**src/sv/kcl_pkg.sv**
```systemverilog
// ----------------------------------------------------------------------------
// kcl_pkg
// Shared types and constants for the keypad code lock.
// ----------------------------------------------------------------------------
package kcl_pkg;

    typedef logic [7:0] char_t;

    typedef enum logic [2:0] {
        ST_NONE      = 3'd0,
        ST_DIGIT     = 3'd1,
        ST_CORRECT   = 3'd2,
        ST_INCORRECT = 3'd3,
        ST_CLEARED   = 3'd4,
        ST_TOGGLED   = 3'd5,
        ST_DISABLED  = 3'd6
    } status_t;

    localparam int    NUM_COLS     = 3;
    localparam int    NUM_ROWS     = 4;
    localparam int    ENTRY_DEPTH  = 4;
    localparam char_t CLEAR_CHAR   = 8'h20;
    localparam char_t ZERO_CHAR    = 8'h30;
    localparam logic [31:0] SECRET_RESET = 32'h3131_3232;

    // digit keys, [column][row], bottom row handled separately
    localparam char_t KEY_CHARS [NUM_COLS][NUM_ROWS-1] = '{
        '{8'h31, 8'h34, 8'h37},
        '{8'h32, 8'h35, 8'h38},
        '{8'h33, 8'h36, 8'h39}
    };

endpackage

```
**src/sv/kcl_if.sv**
```systemverilog
// ----------------------------------------------------------------------------
// kcl_if
// Valid/ready channel interfaces for the keypad code lock.
// ----------------------------------------------------------------------------
interface kcl_in_if;
    import kcl_pkg::*;
    logic        valid;
    logic        ready;
    logic        op;
    logic [11:0] key_matrix;
    char_t       serial_char_0;
    char_t       serial_char_1;
    char_t       serial_char_2;
    char_t       serial_char_3;

    modport source (output valid, op, key_matrix, serial_char_0, serial_char_1,
                    serial_char_2, serial_char_3, input ready);
    modport sink   (input valid, op, key_matrix, serial_char_0, serial_char_1,
                    serial_char_2, serial_char_3, output ready);
endinterface

interface kcl_out_if;
    import kcl_pkg::*;
    logic       valid;
    logic       ready;
    logic [2:0] status;
    char_t      digit_char;
    logic       lock_open;
    logic       keypad_on;

    modport source (output valid, status, digit_char, lock_open, keypad_on, input ready);
    modport sink   (input valid, status, digit_char, lock_open, keypad_on, output ready);
endinterface

interface kcl_cfg_if;
    logic        valid;
    logic        ready;
    logic [31:0] secret_code;

    modport source (output valid, secret_code, input ready);
    modport sink   (input valid, secret_code, output ready);
endinterface

```
**src/sv/keypad_code_lock.sv**
```systemverilog
// Path: an accepted item passes the input register, then the result register, to result valid.
// Throughput: one item per cycle unless the result side stalls; a new item is taken while a result
// waits if the input register is empty. The rate is set by the combinational decode/compare between the registers.
// Reset (rst_n low, async): lock closed, keypad enabled, entry buffer all spaces,
// entry index zero, code "1122", both pipeline registers empty.
// ----------------------------------------------------------------------------
// keypad_code_lock
// Keypad / serial code lock: decodes a scan or a 4-char serial entry per item.
// ----------------------------------------------------------------------------
module keypad_code_lock
    import kcl_pkg::*;
(
    input  logic      clk,
    input  logic      rst_n,
    kcl_in_if.sink    in_ch,
    kcl_out_if.source out_ch,
    kcl_cfg_if.sink   cfg
);

    // ------------------------------------------------------------------
    // Input register
    // ------------------------------------------------------------------
    logic        in_valid_reg;
    logic        op_reg;
    logic [11:0] matrix_reg;
    char_t       ser_reg [ENTRY_DEPTH];

    // Result register
    logic        out_valid_reg;
    status_t     status_reg;
    char_t       digit_reg;

    // Lock state
    logic [31:0] secret_reg;
    char_t       buf_reg [ENTRY_DEPTH];
    char_t       buf_next [ENTRY_DEPTH];
    logic [1:0]  idx_reg, idx_next;
    logic        kp_en_reg, kp_en_next;
    logic        lock_reg, lock_next;
    status_t     status_next;
    char_t       digit_next;

    logic        advance;
    logic        in_fire;

    // item moves from input register to result register when result slot frees
    assign advance = in_valid_reg && (!out_valid_reg || out_ch.ready);
    assign in_ch.ready = !in_valid_reg || advance;
    assign in_fire = in_ch.valid && in_ch.ready;
    assign cfg.ready = 1'b1;

    always_ff @(posedge clk or negedge rst_n)
    begin
        if (!rst_n)
        begin
            in_valid_reg <= 1'b0;
        end
        else if (in_ch.ready)
        begin
            in_valid_reg <= in_ch.valid;
        end
    end

    always_ff @(posedge clk)
    begin
        if (in_fire)
        begin
            op_reg     <= in_ch.op;
            matrix_reg <= in_ch.key_matrix;
            ser_reg[0] <= in_ch.serial_char_0;
            ser_reg[1] <= in_ch.serial_char_1;
            ser_reg[2] <= in_ch.serial_char_2;
            ser_reg[3] <= in_ch.serial_char_3;
        end
    end

    // ------------------------------------------------------------------
    // Per-column decode: each column gives its first pressed digit row,
    // or a press on the bottom key alone.
    // ------------------------------------------------------------------
    char_t col_pin    [NUM_COLS];
    logic  col_hit    [NUM_COLS];
    logic  col_bottom [NUM_COLS];

    always_comb
    begin
        for (int c = 0; c < NUM_COLS; c++)
        begin
            col_pin[c] = '0;
            priority if (matrix_reg[c*NUM_ROWS])
                col_pin[c] = KEY_CHARS[c][0];
            else if (matrix_reg[c*NUM_ROWS+1])
                col_pin[c] = KEY_CHARS[c][1];
            else if (matrix_reg[c*NUM_ROWS+2])
                col_pin[c] = KEY_CHARS[c][2];
            else
                col_pin[c] = '0;
            col_hit[c]    = |matrix_reg[c*NUM_ROWS +: NUM_ROWS-1];
            col_bottom[c] = !col_hit[c] && matrix_reg[c*NUM_ROWS+NUM_ROWS-1];
        end
    end

    // '*' is column 1 bottom, '0' column 2 bottom, '#' column 3 bottom
    logic  star_key, hash_key;
    char_t pin;

    always_comb
    begin
        star_key = col_bottom[0];
        hash_key = col_bottom[2];
        pin = col_pin[0];
        // later columns replace earlier digits
        priority if (col_hit[1])
            pin = col_pin[1];
        else if (col_bottom[1])
            pin = ZERO_CHAR;
        else
            pin = col_pin[0];
        if (col_hit[2])
            pin = col_pin[2];
    end

    // code compares; first char sits in bits 31:24
    logic buf_match, ser_match, ser_zeros;
    assign buf_match = {buf_reg[0], buf_reg[1], buf_reg[2], buf_reg[3]} == secret_reg;
    assign ser_match = {ser_reg[0], ser_reg[1], ser_reg[2], ser_reg[3]} == secret_reg;
    assign ser_zeros = (ser_reg[0] == ZERO_CHAR) && (ser_reg[1] == ZERO_CHAR) &&
                       (ser_reg[2] == ZERO_CHAR) && (ser_reg[3] == ZERO_CHAR);

    // ------------------------------------------------------------------
    // Next state and result for the item in the input register
    // ------------------------------------------------------------------
    always_comb
    begin
        buf_next    = buf_reg;
        idx_next    = idx_reg;
        kp_en_next  = kp_en_reg;
        lock_next   = lock_reg;
        status_next = ST_NONE;
        digit_next  = '0;

        priority if (op_reg)
        begin
            // serial entry: "0000" toggles keypad, else check without touching buffer
            if (ser_zeros)
            begin
                kp_en_next  = !kp_en_reg;
                status_next = ST_TOGGLED;
            end
            else if (ser_match)
            begin
                lock_next   = !lock_reg;
                status_next = ST_CORRECT;
            end
            else
            begin
                status_next = ST_INCORRECT;
            end
        end
        else if (!kp_en_reg)
        begin
            status_next = ST_DISABLED;
        end
        else if (star_key)
        begin
            // check then clear
            if (buf_match)
            begin
                lock_next   = !lock_reg;
                status_next = ST_CORRECT;
            end
            else
            begin
                status_next = ST_INCORRECT;
            end
            for (int i = 0; i < ENTRY_DEPTH; i++)
                buf_next[i] = CLEAR_CHAR;
            idx_next = '0;
        end
        else if (hash_key)
        begin
            for (int i = 0; i < ENTRY_DEPTH; i++)
                buf_next[i] = CLEAR_CHAR;
            idx_next    = '0;
            status_next = ST_CLEARED;
        end
        else if (pin != '0)
        begin
            buf_next[idx_reg] = pin;
            idx_next          = idx_reg + 2'd1;
            status_next       = ST_DIGIT;
            digit_next        = pin;
        end
        else
        begin
            status_next = ST_NONE;
        end
    end

    // ------------------------------------------------------------------
    // State and result registers
    // ------------------------------------------------------------------
    always_ff @(posedge clk or negedge rst_n)
    begin
        if (!rst_n)
        begin
            out_valid_reg <= 1'b0;
            secret_reg    <= SECRET_RESET;
            idx_reg       <= '0;
            kp_en_reg     <= 1'b1;
            lock_reg      <= 1'b0;
            for (int i = 0; i < ENTRY_DEPTH; i++)
                buf_reg[i] <= CLEAR_CHAR;
        end
        else
        begin
            if (cfg.valid)
                secret_reg <= cfg.secret_code;
            if (advance)
            begin
                out_valid_reg <= 1'b1;
                buf_reg       <= buf_next;
                idx_reg       <= idx_next;
                kp_en_reg     <= kp_en_next;
                lock_reg      <= lock_next;
            end
            else if (out_ch.ready)
            begin
                out_valid_reg <= 1'b0;
            end
        end
    end

    always_ff @(posedge clk)
    begin
        if (advance)
        begin
            status_reg <= status_next;
            digit_reg  <= digit_next;
        end
    end

    // lock and keypad state in the result are the state right after that item
    assign out_ch.valid      = out_valid_reg;
    assign out_ch.status     = status_reg;
    assign out_ch.digit_char = digit_reg;
    assign out_ch.lock_open  = lock_reg;
    assign out_ch.keypad_on  = kp_en_reg;

endmodule

```
**src/flat_wrapper.sv**
```systemverilog
// flat-port wrapper written by rule: the top's interface ports become plain ports
module keypad_code_lock_flat import kcl_pkg::*;
  (clk, rst_n, in_ch_valid, in_ch_op, in_ch_key_matrix, in_ch_serial_char_0, in_ch_serial_char_1, in_ch_serial_char_2, in_ch_serial_char_3, in_ch_ready, out_ch_valid, out_ch_status, out_ch_digit_char, out_ch_lock_open, out_ch_keypad_on, out_ch_ready, cfg_valid, cfg_secret_code, cfg_ready);
  kcl_in_if in_ch_i ();
  kcl_out_if out_ch_i ();
  kcl_cfg_if cfg_i ();
  input  logic clk;
  input  logic rst_n;
  input wire logic [$bits(in_ch_i.valid)-1:0] in_ch_valid;
  input wire logic [$bits(in_ch_i.op)-1:0] in_ch_op;
  input wire logic [$bits(in_ch_i.key_matrix)-1:0] in_ch_key_matrix;
  input wire logic [$bits(in_ch_i.serial_char_0)-1:0] in_ch_serial_char_0;
  input wire logic [$bits(in_ch_i.serial_char_1)-1:0] in_ch_serial_char_1;
  input wire logic [$bits(in_ch_i.serial_char_2)-1:0] in_ch_serial_char_2;
  input wire logic [$bits(in_ch_i.serial_char_3)-1:0] in_ch_serial_char_3;
  output wire logic [$bits(in_ch_i.ready)-1:0] in_ch_ready;
  output wire logic [$bits(out_ch_i.valid)-1:0] out_ch_valid;
  output wire logic [$bits(out_ch_i.status)-1:0] out_ch_status;
  output wire logic [$bits(out_ch_i.digit_char)-1:0] out_ch_digit_char;
  output wire logic [$bits(out_ch_i.lock_open)-1:0] out_ch_lock_open;
  output wire logic [$bits(out_ch_i.keypad_on)-1:0] out_ch_keypad_on;
  input wire logic [$bits(out_ch_i.ready)-1:0] out_ch_ready;
  input wire logic [$bits(cfg_i.valid)-1:0] cfg_valid;
  input wire logic [$bits(cfg_i.secret_code)-1:0] cfg_secret_code;
  output wire logic [$bits(cfg_i.ready)-1:0] cfg_ready;
  assign in_ch_i.valid = in_ch_valid;
  assign in_ch_i.op = in_ch_op;
  assign in_ch_i.key_matrix = in_ch_key_matrix;
  assign in_ch_i.serial_char_0 = in_ch_serial_char_0;
  assign in_ch_i.serial_char_1 = in_ch_serial_char_1;
  assign in_ch_i.serial_char_2 = in_ch_serial_char_2;
  assign in_ch_i.serial_char_3 = in_ch_serial_char_3;
  assign in_ch_ready = in_ch_i.ready;
  assign out_ch_valid = out_ch_i.valid;
  assign out_ch_status = out_ch_i.status;
  assign out_ch_digit_char = out_ch_i.digit_char;
  assign out_ch_lock_open = out_ch_i.lock_open;
  assign out_ch_keypad_on = out_ch_i.keypad_on;
  assign out_ch_i.ready = out_ch_ready;
  assign cfg_i.valid = cfg_valid;
  assign cfg_i.secret_code = cfg_secret_code;
  assign cfg_ready = cfg_i.ready;
  keypad_code_lock u_core (.clk(clk), .rst_n(rst_n), .in_ch(in_ch_i), .out_ch(out_ch_i), .cfg(cfg_i));
endmodule
```
**config.mk**
```make
export PLATFORM = sky130hd
export DESIGN_NAME = keypad_code_lock_flat
export DESIGN_NICKNAME = d
export VERILOG_FILES = /design/src/sv/kcl_pkg.sv /design/src/sv/kcl_if.sv /design/src/sv/keypad_code_lock.sv /design/src/flat_wrapper.sv
export SDC_FILE = /design/constraint.sdc
export NUM_CORES = 1
export LEC_CHECK = 0
export BUFFER_PORTS_ARGS = -buffer_cell sky130_fd_sc_hd__buf_2
export CAP_MARGIN = 20
export CORE_ASPECT_RATIO = 1.75
export CORE_MARGIN = 2
export CORE_UTILIZATION = 30
export DETAILED_ROUTE_END_ITERATION = 10
export SLEW_MARGIN = 0
export SYNTH_ARGS = -nofsm -noshare
export SYNTH_HDL_FRONTEND = slang
export SYNTH_SLANG_ARGS = --single-unit
export TNS_END_PERCENT = 10
```
**constraint.sdc**
```tcl
create_clock -name clk -period 3.3 [get_ports clk]
set_clock_uncertainty 0.05 [all_clocks]
set_input_delay 0.165 -clock clk [delete_from_list [all_inputs] [get_ports clk]]
set_output_delay 0.165 -clock clk [all_outputs]
set_load 0.02 [all_outputs]
```
==> results.sh, run 1 <==
export IMPL_status="complete, no violations"
export IMPL_synth_seq_cells=115
export IMPL_worstMarginPinSlew_ps=860
export IMPL_fin_crit_ps=2400
export IMPL_die_x_um=102
export IMPL_cts_htree_levels=4
export IMPL_dr_pass1_iters=4
export IMPL_syn_area_sq_mm=0.00502
export IMPL_yosysWarningCount=0
export IMPL_vdd_drop_max_uv=296
export IMPL_viasPerCell=4.62
export IMPL_drive_gt1_share_pct=34.6
export IMPL_drt_iter0_markers=190
export IMPL_slew_violations=0
export IMPL_layout_commonest_cell="buf_2"
export IMPL_numClockSinks=115
export IMPL_area_delta_synth_final_pct=42.1
export IMPL_relSlewSlack_pct=42.7
export IMPL_rsz0062_at_grt="no"
export IMPL_core_sq_mm=0.0164
export IMPL_maxCapViolCount=0
export IMPL_slowest_delay_ps=710
export IMPL_routabilityCongestion=0.892
export IMPL_syn_avg_cell_area_sq_um=14.2
export IMPL_multi_input_area_sq_mm=0.00178
export IMPL_ys_seq_area_share_pct=63.0
export IMPL_cp_start_kind="flip-flop"
export IMPL_antenna_cells=0
export IMPL_cp_required_ps=3550
export IMPL_cellLeakagePower_nw=2.94
export IMPL_worst_path_max_fanout=17
export IMPL_synth_edf_count=53
export IMPL_hold_path_class="input pin to flip-flop"
export IMPL_vias=3585
export IMPL_grt_pass1_vias=3912
export IMPL_layout_nets=625
export IMPL_cts_buffer_depth=2
export IMPL_hpwl_um=10000
export IMPL_slowest_stage="a211oi_4"
export IMPL_fillers=1488
export IMPL_path_clk_slew_ps=50
export IMPL_grt_usage_pct=16.4
export IMPL_layout_common_cells="94 x buf_2, 79 x dlygate4sd3_1, 53 x edfxtp_1"
export IMPL_setup_viol=0
export IMPL_grt_pass1_wl_um=21300
export IMPL_wire_per_inst_um=17.8
export IMPL_gr_total_overflow=0
export IMPL_chipHeight_um=175
export IMPL_antenna_found_initial=0
export IMPL_root_buffer="clkbuf_16"
export IMPL_ys_flop_type="edfxtp_1"
export IMPL_ios=98
export IMPL_dieArea_sq_mm=0.0178
export IMPL_clk_latency_ps=420
export IMPL_setup_worst_path_end_class="flip-flop"
export IMPL_crit_arrival_ps=2660
export IMPL_synth_cell_type_count=45
export IMPL_grt_max_degree=46
export IMPL_p_per_area_mw_per_mm2=542
export IMPL_max_clock_freq_mhz=416
export IMPL_cts_resized=0
export IMPL_synth_cells=353
export IMPL_seqCellArea_sq_mm=0.00316
export IMPL_cts_buffers_inserted=17
export IMPL_synthArstFlopShare_pct=53.9
export IMPL_fin_util_pct=43.6
export IMPL_setup_worst_path_class="flip-flop to flip-flop"
export IMPL_cts_tree="built"
export IMPL_drtAntennaViolNets=0
export IMPL_finalCritPeriodShare_pct=72.9
export IMPL_row_count=62
export IMPL_drt_total_wl_um=13800
export IMPL_start_util_pct=30.7
export IMPL_cp_cell_sequence="nor4b_4 -> a21oi_2 -> a211oi_4 -> o21ai_2 -> a32o_1"
export IMPL_numPortBuffers=94
export IMPL_final_hold_viol_count=0
export IMPL_drc_errors=0
export IMPL_design_power_total_mw=3.87
export IMPL_finalSetupTns_ps=0
==> per-stage QoR <==
| step | hold slack, ps | instances | instance area, sq um | setup slack [ps] |
|---|---|---|---|---|
| floorplan | -181 | 354 | 5030 | 987 |
| global placement | 210 | 664 | 5730 | 952 |
| detailed placement | 211 | 664 | 5730 | 876 |
| CTS | 5.04 | 774 | 7110 | 865 |
| global route | 50.0 | 776 | 7140 | 768 |
| finish | 19.5 | 776 | 7140 | 895 |
==> report_power, final <==
group	internal (mW)	switching, mW
Combinational	0.195	0.172
Sequential	1.61	0.0847
Clock	1.14	0.667
Total	2.95	0.923
==> path summary, 6_finish.rpt <==
check | cells past startpoint | slack (ps) | start | end
worst max-delay path | 5 | 900 | u_core.matrix_reg[2]$_DFFE_PP_ | u_core.buf_reg[11]$_DFFE_PN0P_
worst min-delay path | 3 | 20 | out_ch_ready | u_core.in_valid_reg$_DFFE_PN0N_
worst max register to register | 5 | 900 | u_core.matrix_reg[2]$_DFFE_PP_ | u_core.buf_reg[11]$_DFFE_PN0P_
worst min register to register | 1 | 450 | u_core.buf_reg[5]$_DFFE_PN1P_ | u_core.buf_reg[5]$_DFFE_PN1P_
max in group asynchronous | 3 | 2090 | rst_n | u_core.secret_reg[9]$_DFFE_PN1P_
min in group asynchronous | 2 | 300 | rst_n | u_core.secret_reg[18]$_DFFE_PN0P_
==> per-layer routing <==
layer / global-route usage [%] / up-vias / part of all wire, %
met1: 16.5 / 1796 / 35
met2: 30.6 / 96 / 58
met3: 3.12 / 26 / 3.2
li1: - / 1667 / -
met4: 9.12 / 0 / 3.6
met5: 0 / - / 0
==> cell type report <==
cell class / count / share of cell area (%)
sequential: 115 / 44.3
multi-input combinational: 224 / 25.0
timing repair buffer: 176 / 18.2
clock buffer: 22 / 6.94
tap: 224 / 3.93
clock inverter: 10 / 1.35
inverter: 5 / 0.263
==> what timing repair did <==
action / 4_1_cts / 5_1_grt
hold endpoints to repair: 98 / 1
hold buffers: 78 / 1
setup buffers: 0 / 0
==> kinds of logic (layout without fill, tap and decap cells) <==
| group | count (synthesis) | in the layout | synth area share [%] |
|---|---|---|---|
| XOR/XNOR | 58 | 58 | 10.1 |
| buffers and inverters | 15 | 213 | 1.57 |
| adder cells (fa/ha/maj) | 4 | 4 | 0.997 |
| flip-flops | 115 | 115 | 63.0 |
| AO/OA/AOI/OAI | 41 | 41 | 6.60 |
| multiplexers | 32 | 32 | 7.17 |
| AND/OR/NAND/NOR | 86 | 86 | 10.4 |
| other | 2 | 3 | 0.150 |
==> synthesized netlist by cell type, types with 2 or more instances <==
master / number / share of area, %
a32o_1: 8 / 1.6
nand2_1: 10 / 0.75
nor3_1: 4 / 0.40
dfrtp_1: 45 / 22
nor4_1: 17 / 2.1
inv_1: 5 / 0.37
o21ai_0: 7 / 0.70
buf_4: 4 / 0.60
nor2_1: 12 / 0.90
nand2b_1: 9 / 1.1
conb_1: 2 / 0.15
xnor2_1: 9 / 1.6
dfstp_2: 17 / 8.9
buf_1: 3 / 0.22
and2b_1: 2 / 0.30
nand3b_1: 3 / 0.45
mux2_2: 32 / 7.2
a21oi_1: 7 / 0.70
nor2b_1: 4 / 0.50
clkbuf_1: 2 / 0.15
nand3_1: 6 / 0.60
ha_1: 4 / 1.0
xor2_1: 49 / 8.5
edfxtp_1: 53 / 32
nor4bb_1: 2 / 0.40
nor4b_1: 3 / 0.52
nand2_2: 2 / 0.25
o21ai_2: 4 / 0.70
nand4_1: 5 / 0.62
o2bb2ai_1: 8 / 1.4
==> worst max-delay path: cells and delay by family, from the launching register on <==
kind	cells	cell delay [ps]
AOI/OAI and AO/OA	4	1410
DFF	1	430
and+or+nand+nor	1	390
Note: power is estimated with default switching activity, not from simulation.
==> run 2: changes to the inputs <==
--- a/config.mk
+++ b/config.mk
@@ -5,6 +5,7 @@
 export SDC_FILE = /design/constraint.sdc
 export NUM_CORES = 1
 export LEC_CHECK = 0
+export ABC_AREA = 1
 export BUFFER_PORTS_ARGS = -buffer_cell sky130_fd_sc_hd__buf_2
 export CAP_MARGIN = 20
 export CORE_ASPECT_RATIO = 1.75
==> constraint.sdc (replaced) <==
create_clock -name clk -period 1.93 [get_ports clk]
set_clock_uncertainty 0.05 [all_clocks]
set_input_delay 0.0965 -clock clk [delete_from_list [all_inputs] [get_ports clk]]
set_output_delay 0.0965 -clock clk [all_outputs]
set_load 0.02 [all_outputs]
==> run 2 against run 1 <==
Against the previous run:
- register-to-register slack worse by 760 ps
- largest cell class unchanged
- cell area up 7.9%
- core utilization down 0.75 points
- largest power group unchanged
==> results.sh, run 2 <==
export IMPL_fin_crit_ps=1790
export IMPL_syn_area_sq_mm=0.00547
export IMPL_yosysWarningCount=0
export IMPL_setup_worst_path_end_class="flip-flop"
export IMPL_grt_pass1_wl_um=23600
export IMPL_cp_common_cell="inv_1"
export IMPL_hpwl_um=10800
export IMPL_postLayoutSetupSlackWorst_ps=137
export IMPL_synthArstFlopShare_pct=53.9
export IMPL_drive_gt1_share_pct=23.0
export IMPL_slowest_delay_ps=570
export IMPL_reg2reg_from="u_core.out_ch.keypad_on$_DFFE_PN1P_"
export IMPL_grt_busiest_layer="met2"
export IMPL_drc_errors=0
export IMPL_dr_pass1_iters=4
export IMPL_path_clk_slew_ps=60
export IMPL_status="complete, no violations"
export IMPL_core_sq_mm=0.0180
export IMPL_p_sw_share_pct=24.7
export IMPL_cts_htree_levels=4
export IMPL_ys_seq_area_share_pct=57.9
export IMPL_routabilityCongestion=0.924
export IMPL_grt_pass1_vias=4670
export IMPL_cts_setup_buffers=0
export IMPL_dpl_cell_count=913
export IMPL_cts_tree="built"
export IMPL_final_cell_count_no_fill=1026
export IMPL_p_int_mw=5.25
export IMPL_synthTopCellsByCount="162 x nand2_1, 85 x inv_1, 55 x nor2_1, 53 x edfxtp_1, 45 x dfrtp_1"
export IMPL_synth_edf_count=53
export IMPL_multi_input_area_sq_mm=0.00190
export IMPL_max_clock_freq_mhz=558
export IMPL_viasPerCell=4.39
export IMPL_fin_util_pct=42.8
export IMPL_yosysMostFrequentCell="nand2_1"
export IMPL_grt_usage_pct=16.5
export IMPL_grt_max_degree=57
export IMPL_rsz0062_at_grt="yes"
export IMPL_cp_cell_sequence="inv_1 -> nor2_1 -> inv_1 -> nor3_1 -> inv_1 -> nor2_1"
export IMPL_cp_start_kind="flip-flop"
export IMPL_finalCritPeriodShare_pct=92.9
export IMPL_power_frac_seq_pct=42.2
export IMPL_drtAntennaViolNets=0
export IMPL_seqCellArea_sq_mm=0.00316
export IMPL_relSlewSlack_pct=54.8
export IMPL_gr_total_overflow=0
export IMPL_p_per_area_mw_per_mm2=905
export IMPL_numClockSinks=115
export IMPL_synth_area_leader_cell="edfxtp_1"
export IMPL_final_hold_viol_count=0
export IMPL_area_delta_synth_final_pct=40.9
export IMPL_ios=98
export IMPL_cp_top_family="simple AND/OR/NAND/NOR gates"
export IMPL_synth_cells=585
export IMPL_critPathLaunch="u_core.out_ch.keypad_on$_DFFE_PN1P_"
export IMPL_start_util_pct=30.4
export IMPL_yosys_area_top_type_share_pct=29.1
export IMPL_cp_required_ps=2140
export IMPL_vdd_drop_max_uv=444
export IMPL_syn_avg_cell_area_sq_um=9.34
export IMPL_numPortBuffers=94
export IMPL_vias=4508
export IMPL_use_met1_pct=16.7
export IMPL_layout_nets=865
export IMPL_root_buffer="clkbuf_16"
export IMPL_wire_per_inst_um=14.7
export IMPL_slew_violations=0
export IMPL_cellLeakagePower_nw=3.48
export IMPL_maxCapViolCount=0
export IMPL_worst_path_max_fanout=5
export IMPL_layout_common_cells="162 x nand2_1, 94 x buf_2, 84 x inv_1"
export IMPL_cts_buffer_depth=2
export IMPL_hold_path_class="input pin to asynchronous set/reset pin"
export IMPL_antenna_cells=0
export IMPL_worstMarginPinSlew_ps=678
export IMPL_grt_util_met2_pct=31.7
export IMPL_chipHeight_um=183
export IMPL_p_switching_mw=1.72
export IMPL_synth_seq_cells=115
export IMPL_clkPwrFrac_pct=46.0
export IMPL_setup_viol=0
export IMPL_dieArea_sq_mm=0.0194
export IMPL_holdWs_ps=22.4
export IMPL_layout_commonest_cell="nand2_1"
export IMPL_fillers=1705
export IMPL_grt_use_met3_pct=2.89
export IMPL_synth_cell_type_count=38
export IMPL_dp_slack_ps=51.6
export IMPL_clk_latency_ps=410
export IMPL_row_count=65
export IMPL_drt_iter0_markers=207
export IMPL_synthTopCellsByArea="edfxtp_1 29%, dfrtp_1 21%, nand2_1 11%"
export IMPL_crit_arrival_ps=2010
export IMPL_drt_total_wl_um=15100
export IMPL_slowest_stage="dfstp_2"
export IMPL_antenna_found_initial=0
export IMPL_path_buf_inv=3
export IMPL_pwr_share_comb_pct=11.8
export IMPL_setup_worst_path_class="flip-flop to flip-flop"
export IMPL_ys_flop_type="edfxtp_1"
export IMPL_die_x_um=106
export IMPL_cts_buffers_inserted=17
-- run 2: what timing repair did --
action | CTS | global route
endpoints found under the hold margin | 126 | 0
setup endpoints to repair | 0 | 20
hold buffers | 81 | 0
resized for setup | 0 | 5
-- run 2: power groups by stage --
stage / Sequential (mW) / Combinational [mW] / Clock [mW]
after floorplan: 2.97 / 0.378 / 0
after global placement: 2.99 / 0.686 / 0
after detailed placement: 2.98 / 0.695 / 0
after CTS: 2.94 / 0.826 / 3.28
after global routing: 2.96 / 0.912 / 3.39
final: 2.94 / 0.819 / 3.20
-- run 2: cell families (layout without fill, tap and decap cells) --
kind of cell,count (synthesis),in the layout,share of synthesized area (%)
simple gates,272,272,22.3
other cells,2,3,0.137
fa+ha+maj,4,4,0.916
xor+xnor,24,24,3.85
compound gates,63,63,6.32
buf+inv,100,306,7.58
flops,115,115,57.9
mux,5,5,1.03
-- run 2: cell type report --
| cell class | instances | area share [%] |
|---|---|---|
| flip-flops and latches | 115 | 41.1 |
| multi-input cells | 371 | 24.7 |
| repair buffers | 185 | 17.9 |
| clock buffers | 19 | 5.88 |
| inverters | 89 | 4.55 |
| well taps | 234 | 3.80 |
| clock inverters | 13 | 2.05 |
-- run 2: per-stage QoR --
stage	cell area [sq um]	setup TNS (ps)	power, mW
2_1_floorplan	5480	0	3.34
3_3_place_gp	6270	0	3.67
3_5_place_dp	6270	0	3.68
4_1_cts	7690	0	7.05
5_1_grt	7700	-91.2	7.26
6_report	7700	0	6.97
-- run 2: path summary, 6_finish.rpt --
path                                                             end  slack [ps]  cells after the start
min in group clk                   u_core.secret_reg[15]$_DFFE_PN0P_         160                      3
max in group asynchronous             u_core.buf_reg[13]$_DFFE_PN1P_        1190                      3
setup / recovery           u_core.out_ch.digit_char[2]$_SDFFCE_PP0P_         140                      6
hold / removal                     u_core.secret_reg[18]$_DFFE_PN0P_          20                      2
hold reg to reg                       u_core.buf_reg[21]$_DFFE_PN1P_         440                      2
setup reg to reg           u_core.out_ch.digit_char[2]$_SDFFCE_PP0P_         140                      6
-- run 2: per-layer routing --
layer	share of wire, %	wire (um)	vias up
li1	-	-	2260
met1	37	5660	2103
met2	56	8480	110
met3	2.8	424	35
met4	3.7	553	0
met5	0	0	-
